$ cat src/rtl/postfix_expression_evaluator_defines.svh
// Assertion macros for the postfix expression evaluator.
`ifndef POSTFIX_EXPRESSION_EVALUATOR_DEFINES_SVH
`define POSTFIX_EXPRESSION_EVALUATOR_DEFINES_SVH
// Implication checked on every rising clock edge outside reset.
`define PEE_ASSERT_IMP(label, ante, cons) \
	label: assert property (@(posedge clk) disable iff (!arst_n) (ante) |-> (cons)) \
		else $error("assertion failed");
// Next-cycle implication checked outside reset.
`define PEE_ASSERT_NXT(label, ante, cons) \
	label: assert property (@(posedge clk) disable iff (!arst_n) (ante) |=> (cons)) \
		else $error("assertion failed");
`endif

$ cat src/rtl/pee_pkg.sv
// Types and constants shared by the postfix evaluator modules.
package pee_pkg;
	typedef struct packed {
		logic [7:0] char_code;
		logic       last_char;
	} in_item_t;

	typedef struct packed {
		logic signed [31:0] value;
		logic [2:0]         status;
	} out_item_t;

	typedef enum logic [1:0] {
		OP_MUL = 2'd0,
		OP_DIV = 2'd1,
		OP_POW = 2'd2
	} alu_op_t;

	typedef struct packed {
		logic    start;
		alu_op_t op;
	} alu_ctl_t;

	typedef struct packed {
		logic done;
		logic div_zero;
	} alu_sts_t;

	localparam logic [7:0] CH_0     = 8'h30;
	localparam logic [7:0] CH_9     = 8'h39;
	localparam logic [7:0] CH_POW   = 8'h5E;
	localparam logic [7:0] CH_DIV   = 8'h2F;
	localparam logic [7:0] CH_MUL   = 8'h2A;
	localparam logic [7:0] CH_ADD   = 8'h2B;
	localparam logic [7:0] CH_SUB   = 8'h2D;
	localparam logic [31:0] POP_EMPTY = 32'hFFFF_FFFF;

	localparam logic [2:0] ST_OK   = 3'd0;
	localparam logic [2:0] ST_OVF  = 3'd1;
	localparam logic [2:0] ST_UDF  = 3'd2;
	localparam logic [2:0] ST_DIVZ = 3'd3;
	localparam logic [2:0] ST_MULT = 3'd4;
endpackage

$ cat src/rtl/pee_alu.sv
// Shared multi-cycle unit: shift-add multiply, restoring divide, square-and-multiply power.
module pee_alu import pee_pkg::*; (
	input  logic        clk,
	input  logic        arst_n,
	input  alu_ctl_t    ctl,
	input  logic [31:0] opb,
	input  logic [31:0] opa,
	output alu_sts_t    sts,
	output logic [31:0] result
);
	typedef enum logic [2:0] {S_IDLE, S_MUL, S_DIV, S_PSQ, S_PACC, S_DONE} alu_state_t;

	alu_state_t  state_q;
	logic [31:0] x_q;     // divisor magnitude / base and its squares
	logic [31:0] y_q;     // dividend-quotient / exponent
	logic [31:0] acc_q;   // product / remainder / power accumulator
	logic [31:0] m_q;     // multiplier being consumed in a multiply
	logic [31:0] p_q;     // partial product
	logic [31:0] src_q;   // value multiplied in during multiply and power steps
	logic [5:0]  cnt_q;
	logic [4:0]  bit_q;
	logic        neg_q;
	logic        dz_q;

	logic [32:0] rem_try;
	assign rem_try = {acc_q, y_q[31]} - {1'b0, x_q};

	always_ff @(posedge clk or negedge arst_n) begin
		if (!arst_n) begin
			state_q <= S_IDLE;
			x_q <= '0; y_q <= '0; acc_q <= '0; m_q <= '0; p_q <= '0; src_q <= '0;
			cnt_q <= '0; bit_q <= '0; neg_q <= 1'b0; dz_q <= 1'b0;
		end else begin
			unique case (state_q)
				S_IDLE: begin
					if (ctl.start) begin
						dz_q <= (ctl.op == OP_DIV) && (opa == '0);
						cnt_q <= '0;
						unique case (ctl.op)
							OP_MUL: begin
								p_q <= '0; src_q <= opb; m_q <= opa;
								state_q <= S_MUL;
							end
							OP_DIV: begin
								if (opa == '0) begin
									acc_q <= '0; state_q <= S_DONE;
								end else begin
									x_q <= opa[31] ? -opa : opa;
									y_q <= opb[31] ? -opb : opb;
									neg_q <= opa[31] ^ opb[31];
									acc_q <= '0;
									state_q <= S_DIV;
								end
							end
							default: begin
								if (opa[31]) begin
									if (opb == 32'd1) acc_q <= 32'd1;
									else if (opb == POP_EMPTY) acc_q <= opa[0] ? POP_EMPTY : 32'd1;
									else acc_q <= '0;
									state_q <= S_DONE;
								end else begin
									acc_q <= 32'd1; x_q <= opb; y_q <= opa; bit_q <= '0;
									state_q <= S_PACC;
								end
							end
						endcase
					end
				end
				S_MUL: begin
					// One multiplier bit per cycle.
					if (m_q[0]) p_q <= p_q + src_q;
					src_q <= src_q << 1;
					m_q <= m_q >> 1;
					cnt_q <= cnt_q + 6'd1;
					if (cnt_q == 6'd31) begin
						acc_q <= m_q[0] ? p_q + src_q : p_q;
						state_q <= S_DONE;
					end
				end
				S_DIV: begin
					y_q <= {y_q[30:0], ~rem_try[32]};
					cnt_q <= cnt_q + 6'd1;
					if (cnt_q == 6'd31) begin
						acc_q <= neg_q ? -{y_q[30:0], ~rem_try[32]} : {y_q[30:0], ~rem_try[32]};
						state_q <= S_DONE;
					end else if (!rem_try[32]) begin
						acc_q <= rem_try[31:0];
					end else begin
						acc_q <= {acc_q[30:0], y_q[31]};
					end
				end
				S_PACC: begin
					// Nested shift-add multiply: acc*x when the exponent bit is set, then x*x.
					if (cnt_q == 6'd0) begin
						p_q <= '0;
						src_q <= y_q[bit_q] ? acc_q : '0;
						m_q <= x_q;
						cnt_q <= 6'd1;
					end else begin
						if (m_q[0]) p_q <= p_q + src_q;
						src_q <= src_q << 1;
						m_q <= m_q >> 1;
						if (cnt_q == 6'd32) begin
							if (y_q[bit_q]) acc_q <= m_q[0] ? p_q + src_q : p_q;
							cnt_q <= '0;
							state_q <= S_PSQ;
						end else begin
							cnt_q <= cnt_q + 6'd1;
						end
					end
				end
				S_PSQ: begin
					if (cnt_q == 6'd0) begin
						p_q <= '0; src_q <= x_q; m_q <= x_q; cnt_q <= 6'd1;
						if (bit_q == 5'd30 || (y_q >> bit_q) == 32'd1) state_q <= S_DONE;
					end else begin
						if (m_q[0]) p_q <= p_q + src_q;
						src_q <= src_q << 1;
						m_q <= m_q >> 1;
						if (cnt_q == 6'd32) begin
							x_q <= m_q[0] ? p_q + src_q : p_q;
							cnt_q <= '0;
							bit_q <= bit_q + 5'd1;
							state_q <= S_PACC;
						end else begin
							cnt_q <= cnt_q + 6'd1;
						end
					end
				end
				default: state_q <= S_IDLE;
			endcase
		end
	end

	assign sts.done = (state_q == S_DONE);
	assign sts.div_zero = dz_q;
	assign result = acc_q;
endmodule

$ cat src/rtl/postfix_expression_evaluator.sv
// Top level: character decoder, stack sequencer and shared arithmetic unit.
//  channel | dir | handshake     | payload
//  in      | in  | in_valid/stall| in_item_t  (char_code, last_char)
//  out     | out | out_valid/stall| out_item_t (value, status)
// Each character is finished before the next is taken: a digit is pushed, an ignored
// one dropped, + and - computed here; * and / (a zero divisor finishes early) and ^
// wait on the bit-serial shared arithmetic unit. The last character adds the final pop
// and a pass through the output register.
// Reset empties the stack and clears the error flags at once; stack contents are left.
// A stalled result holds in the output register; no new item is taken until it leaves.
`include "postfix_expression_evaluator_defines.svh"
module postfix_expression_evaluator import pee_pkg::*; #(
	parameter int STACK_DEPTH = 16
) (
	input  logic      clk,
	input  logic      arst_n,
	input  logic      in_valid,
	output logic      in_stall,
	input  in_item_t  in_item,
	output logic      out_valid,
	input  logic      out_stall,
	output out_item_t out_item
);
	localparam int AW = (STACK_DEPTH > 1) ? $clog2(STACK_DEPTH) : 1;
	localparam int PW = $clog2(STACK_DEPTH + 1);
	localparam logic [PW-1:0] DEPTH_P = PW'(STACK_DEPTH);

	typedef enum logic [2:0] {T_IDLE, T_POPA, T_POPB, T_EXEC, T_WAIT, T_PUSH, T_FINAL, T_OUT}
		top_state_t;

	top_state_t    state_q;
	in_item_t      item_q;
	logic [PW-1:0] sp_q;
	logic [2:0]    flags_q;
	logic [31:0]   a_q, b_q, r_q;
	logic [31:0]   mem [STACK_DEPTH];
	logic [31:0]   rd_q;
	alu_ctl_t      alu_ctl;
	alu_sts_t      alu_sts;
	logic [31:0]   alu_res;

	logic is_digit, is_op;
	assign is_digit = (item_q.char_code >= CH_0) && (item_q.char_code <= CH_9);
	assign is_op = (item_q.char_code == CH_POW) || (item_q.char_code == CH_DIV) ||
		(item_q.char_code == CH_MUL) || (item_q.char_code == CH_ADD) ||
		(item_q.char_code == CH_SUB);

	logic [PW-1:0] sp_m1;
	assign sp_m1 = sp_q - PW'(1);

	// Registered read of the top-of-stack entry, and the push write.
	always_ff @(posedge clk) begin
		rd_q <= mem[sp_m1[AW-1:0]];
		if (state_q == T_PUSH && sp_q < DEPTH_P) mem[sp_q[AW-1:0]] <= r_q;
	end

	pee_alu u_alu (.clk, .arst_n, .ctl(alu_ctl), .opb(b_q), .opa(a_q), .sts(alu_sts),
		.result(alu_res));

	always_comb begin
		alu_ctl.start = (state_q == T_EXEC) &&
			(item_q.char_code == CH_MUL || item_q.char_code == CH_DIV ||
			item_q.char_code == CH_POW);
		unique case (item_q.char_code)
			CH_DIV:  alu_ctl.op = OP_DIV;
			CH_POW:  alu_ctl.op = OP_POW;
			default: alu_ctl.op = OP_MUL;
		endcase
	end

	logic [2:0] st_code;
	always_comb begin
		unique case (flags_q)
			3'b000:  st_code = ST_OK;
			3'b001:  st_code = ST_OVF;
			3'b010:  st_code = ST_UDF;
			3'b100:  st_code = ST_DIVZ;
			default: st_code = ST_MULT;
		endcase
	end

	// Each pop waits through a gap state so that the registered read reflects the current top.
	logic gap_q;

	always_ff @(posedge clk or negedge arst_n) begin
		if (!arst_n) begin
			state_q <= T_IDLE;
			sp_q <= '0;
			flags_q <= '0;
			gap_q <= 1'b0;
			out_valid <= 1'b0;
			item_q <= '0;
			a_q <= '0; b_q <= '0; r_q <= '0;
			out_item <= '0;
		end else begin
			unique case (state_q)
				T_IDLE: begin
					if (in_valid) begin
						item_q <= in_item;
						gap_q <= 1'b0;
						state_q <= T_POPA;
					end
				end
				T_POPA: begin
					if (is_digit) begin
						r_q <= {28'd0, item_q.char_code[3:0]};
						state_q <= T_PUSH;
					end else if (!is_op) begin
						state_q <= item_q.last_char ? T_FINAL : T_IDLE;
					end else if (!gap_q) begin
						gap_q <= 1'b1;
					end else begin
						gap_q <= 1'b0;
						if (sp_q == '0) begin
							a_q <= POP_EMPTY; flags_q[1] <= 1'b1;
						end else begin
							a_q <= rd_q; sp_q <= sp_m1;
						end
						state_q <= T_POPB;
					end
				end
				T_POPB: begin
					if (!gap_q) begin
						gap_q <= 1'b1;
					end else begin
						gap_q <= 1'b0;
						if (sp_q == '0) begin
							b_q <= POP_EMPTY; flags_q[1] <= 1'b1;
						end else begin
							b_q <= rd_q; sp_q <= sp_m1;
						end
						state_q <= T_EXEC;
					end
				end
				T_EXEC: begin
					case (item_q.char_code)
						CH_ADD: begin r_q <= b_q + a_q; state_q <= T_PUSH; end
						CH_SUB: begin r_q <= b_q - a_q; state_q <= T_PUSH; end
						default: state_q <= T_WAIT;
					endcase
				end
				T_WAIT: begin
					if (alu_sts.done) begin
						r_q <= alu_res;
						if (alu_sts.div_zero) flags_q[2] <= 1'b1;
						state_q <= T_PUSH;
					end
				end
				T_PUSH: begin
					if (sp_q < DEPTH_P) sp_q <= sp_q + PW'(1);
					else flags_q[0] <= 1'b1;
					gap_q <= 1'b0;
					state_q <= item_q.last_char ? T_FINAL : T_IDLE;
				end
				T_FINAL: begin
					if (!gap_q) begin
						gap_q <= 1'b1;
					end else begin
						gap_q <= 1'b0;
						out_item.value <= (sp_q == '0) ? POP_EMPTY : rd_q;
						out_item.status <= (sp_q == '0) ? ((flags_q | 3'b010) == 3'b010 ?
							ST_UDF : ST_MULT) : st_code;
						out_valid <= 1'b1;
						sp_q <= '0;
						flags_q <= '0;
						state_q <= T_OUT;
					end
				end
				T_OUT: begin
					if (!out_stall) begin
						out_valid <= 1'b0;
						state_q <= T_IDLE;
					end
				end
				default: state_q <= T_IDLE;
			endcase
		end
	end

	assign in_stall = (state_q != T_IDLE);

	`PEE_ASSERT_IMP(a_sp_range, 1'b1, sp_q <= DEPTH_P)
	`PEE_ASSERT_IMP(a_busy_no_take, out_valid, in_stall)
	`PEE_ASSERT_NXT(a_out_clears, out_valid && !out_stall, !out_valid && sp_q == '0)
endmodule

$ cat config.mk
export PLATFORM = sky130hd
export DESIGN_NAME = postfix_expression_evaluator
export DESIGN_NICKNAME = d
export VERILOG_FILES = /design/src/rtl/pee_pkg.sv /design/src/rtl/pee_alu.sv /design/src/rtl/postfix_expression_evaluator.sv
export VERILOG_INCLUDE_DIRS = /design/src /design/src/rtl
export SDC_FILE = /design/constraint.sdc
export NUM_CORES = 2
export LEC_CHECK = 0
export ABC_AREA = 1
export BUFFER_PORTS_ARGS = -buffer_cell sky130_fd_sc_hd__buf_4
export CAP_MARGIN = 20
export CELL_PAD_IN_SITES_DETAIL_PLACEMENT = 2
export CELL_PAD_IN_SITES_GLOBAL_PLACEMENT = 2
export CORE_MARGIN = 2
export CORE_UTILIZATION = 40
export CTS_CLUSTER_DIAMETER = 50
export CTS_CLUSTER_SIZE = 28
export DETAILED_ROUTE_END_ITERATION = 12
export PLACE_DENSITY_LB_ADDON = 0.1
export SYNTH_ARGS = -nofsm -noshare
export SYNTH_HDL_FRONTEND = slang
export SYNTH_HIERARCHICAL = 1
export SYNTH_SLANG_ARGS = --single-unit
$ cat constraint.sdc
create_clock -name clk -period 4.3 [get_ports clk]
set_input_delay 0.43 -clock clk [delete_from_list [all_inputs] [get_ports clk]]
set_output_delay 0.43 -clock clk [all_outputs]
set_load 0.01 [all_outputs]
==> results.txt <==
- The run finished with clean final reports.
- In the routed design, unresolved DRC markers number 0.
* Initial DRC count: 5,188
* Non-Filler Instances: 7,676
* Min-delay worst type: primary input to register
- Clock latency at the later pin of the worst-skew pair: 0.78 ns
- Post-Layout Inst Area: 0.0573 mm2
* Via count of the first global-routing pass: 50.3k
- Relative slew slack: 0.182
- The worst hold path passes through 5 cells.
- Final hold analysis gives a worst-case slack of 0.0802 ns.
- Measured on the finished design, the core utilization comes to 0.462.
* Detail-routed net length per standard cell: 31.9 um
* Slew @ Worst Pin: 1.21 ns
* Data arrival time of the critical path: 4.83 ns
- GP Congestion: 1.03
* # Max-Cap Violations: 0
- Clock transition time at the flip-flop clock pins of the worst setup and hold paths: 0.07 ns
- Across all layers, the routed design uses 47.7k vias.
- Share of synthesized area occupied by flip-flops and latches: 0.500
* Clock sink count: 905
- Library cell contributing the largest single delay on the critical path: sky130_fd_sc_hd__inv_1
- Crit path kind: register to register
- Routed metal-1 wirelength: 106 mm
- Area occupied by registers: 0.0251 mm2
- Cell area after placement: 0.0531 mm2
* Leading cell type in the layout, fill and taps excluded: sky130_fd_sc_hd__nand2_1
- Most used flip-flop cell after synthesis: sky130_fd_sc_hd__edfxtp_1
- Clock skew on the completed layout was measured at 0.0722 ns.
- Library cells used by synthesis: 70
* Placed wire-length estimate after detailed placement: 172 mm
* Starting density of the core: 0.404
* Synthesized netlist cell count: 5,840
- Met3 WL: 20.1 mm
- Antenna violations before repair: 14
* Fraction of final layout cells sized beyond drive strength 1: 0.0967
- The tree is rooted in a sky130_fd_sc_hd__clkbuf_16.
- The cell area that synthesis handed to floorplanning was 0.0501 mm2.
* Total core area: 0.124 mm2
* Largest net degree at the start of global routing: 168
- Number of cell instances on the worst register-to-register path: 17
- Number of ports placed on the die boundary: 50
- For the worst setup path, the data required time is 4.93 ns.
- P&R area growth vs syn: 14.4%
* Total instance count after detailed placement: 7,446
- Count of buffers inserted at the top-level ports: 49
* Y dimension of the die: 358 um
- The worst setup path is launched from a register.
* Maximum fanout count along the critical path: 18
- The final-report max-slew violation count was 0.
* Total die area: 0.128 mm2
* CTS tree: yes
- In the layout the commonest cells are sky130_fd_sc_hd__nand2_1, sky130_fd_sc_hd__o21ai_0, sky130_fd_sc_hd__nor2_1.
- Total nets after synthesis: 5,969
* Final wirelength: 245 mm
* Number of H-tree branching levels: 3
- After detailed routing, the met2 layer carries 108 mm of wire.
* Top Layer Used: met5
- Category of the worst setup path capture point: register
* Post-layout minimum cycle time: 4.20 ns
- Number of filler cells placed in the layout: 13.5k
- Pre-antenna DRT Iters: 8
- # setup viols final: 0
- Number of register bits inferred by synthesis: 905
- Combined area of the multi-input logic cells: 0.0218 mm2
- Number of nets at the end of the flow: 6,067
* CTS Buffer Depth: 3
* Warnings, synthesis: 6
- Number of buffers created by CTS: 113
- Number of antenna-violating nets in the routed design: 0
- For this run the aggregate overflow at the end of global routing stands at 0.
* Fmax: 0.238 GHz
* Hold violation count in the final report: 0
- Critical path's largest stage delay: 0.48 ns
- A synthesized cell averages 8.58 um2.
- Row cnt: 129
* Horiz. Die Dim: 358 um
- Traced cell by cell, the critical path runs through buf_4, inv_1, ha_1, nand2_1, nor3_2, inv_1, nor2_1, nand4_1, nor2_1, buf_4, nand2_1, a21oi_1, nor2_1, nand3_1, inv_1, buf_4, o21ai_0.
- In this run, synthesis inferred 512 flip-flops with an integrated enable.
- Proportion of register bits with asynchronous set or reset after synthesis: 0.399
* Global-route total usage across every layer: 0.378
* Via/cell ratio: 6.21
- Global-route wire length before repair: 353 mm
- Of the available clock period, the critical path in the final layout requires 0.977.
==> critical path: cells and delay by family (launching register included) <==
kind	cells	cell delay [ns]
buf+inv	6	1.54
simple gates	8	1.42
compound gates	2	0.46
flops	1	0.44
fa+ha+maj	1	0.19
==> timing repair <==
item | 4_1_cts | 5_1_grt
endpoints found under the setup margin | 0 | 14
setup buffers | 0 | 2
gates resized for setup | 0 | 15
hold buffers | 10 | 0
hold endpoints to repair | 85 | 0
==> area by class of cell <==
class                   count  share of cell area
repair buffers            264              0.0380
clock buffers             125              0.0508
multi-input cells        4072               0.380
clock inverters            89              0.0200
diodes                      2           0.0000873
well taps                1637              0.0357
flip-flops and latches    905               0.437
inverters                 582              0.0383
==> synth_stat cells (all sizes together), types with 19 or more instances <==
cell,count,share of area
o22ai,60,0.0075
inv,578,0.043
or2,22,0.0027
edfxtp,512,0.31
nand4,42,0.0052
a31oi,20,0.0025
o21ai,679,0.069
xor2,55,0.0098
nor2,609,0.047
nand3,282,0.029
dfxtp,32,0.013
o211ai,54,0.0086
o221ai,110,0.019
a21oi,309,0.031
o21a,36,0.0054
a21o,19,0.0028
o32ai,25,0.0044
buf,110,0.013
ha,113,0.028
dfrtp,361,0.18
a211oi,32,0.0049
nand2,1232,0.093
mux2i,101,0.020
clkbuf,171,0.013
xnor2,37,0.0065
nor3,80,0.0087
a22oi,41,0.0061
==> metal layers <==
layer / vias up / track usage
met5: - / 0
met4: 4 / 0.144
met3: 455 / 0.0746
met2: 2027 / 0.580
met1: 24800 / 0.528
li1: 20300 / -
==> worst paths after layout <==
kind	start	to	slack, ns
hold / removal	out_stall	out_valid	0.08
setup reg to reg	a_q[0]	u_alu/x_q[29]	0.10
setup / recovery	a_q[0]	u_alu/x_q[29]	0.10
hold reg to reg	u_alu/m_q[21]	u_alu/m_q[21]	0.51
max in group asynchronous	arst_n	out_item[21]	2.81
min in group asynchronous	arst_n	u_alu/p_q[27]	0.35
==> kinds of logic (layout without fill, tap and decap cells) <==
kind of cell | after synthesis | after routing | synth area share
compound gates | 1461 | 1461 | 0.174
xor+xnor | 92 | 92 | 0.0162
fa+ha+maj | 116 | 116 | 0.0294
buf+inv | 863 | 1060 | 0.0697
flops | 905 | 905 | 0.500
mux | 102 | 102 | 0.0204
other cells | 0 | 2 | 0
simple gates | 2301 | 2301 | 0.190
==> metrics by stage <==
step / worst slack (ns) / TNS [ns]
after global routing: -0.00250 / -0.00310
after floorplan: 0.595 / 0
after global placement: 0.288 / 0
final: 0.101 / 0
after CTS: 0.134 / 0
after detailed placement: 0.180 / 0
==> registers in the layout, summed over array words and instances, names as in the netlist <==
name           count
mem              512
out_item          35
a_q               32
b_q               32
r_q               32
rd_q              32
u_alu/m_q         32
u_alu/p_q         32
u_alu/result      32
u_alu/src_q       32
u_alu/x_q         32
u_alu/y_q         32
item_q             9
u_alu/cnt_q        6
sp_q               5
u_alu/bit_q        5
flags_q            3
state_q            3
u_alu/state_q      3
gap_q              1
out_valid          1
u_alu/dz_q         1
u_alu/neg_q        1
Power is left out: the tool's default activity adds up to more than one toggle a clock period on the data nets, which glitch-free logic cannot reach.
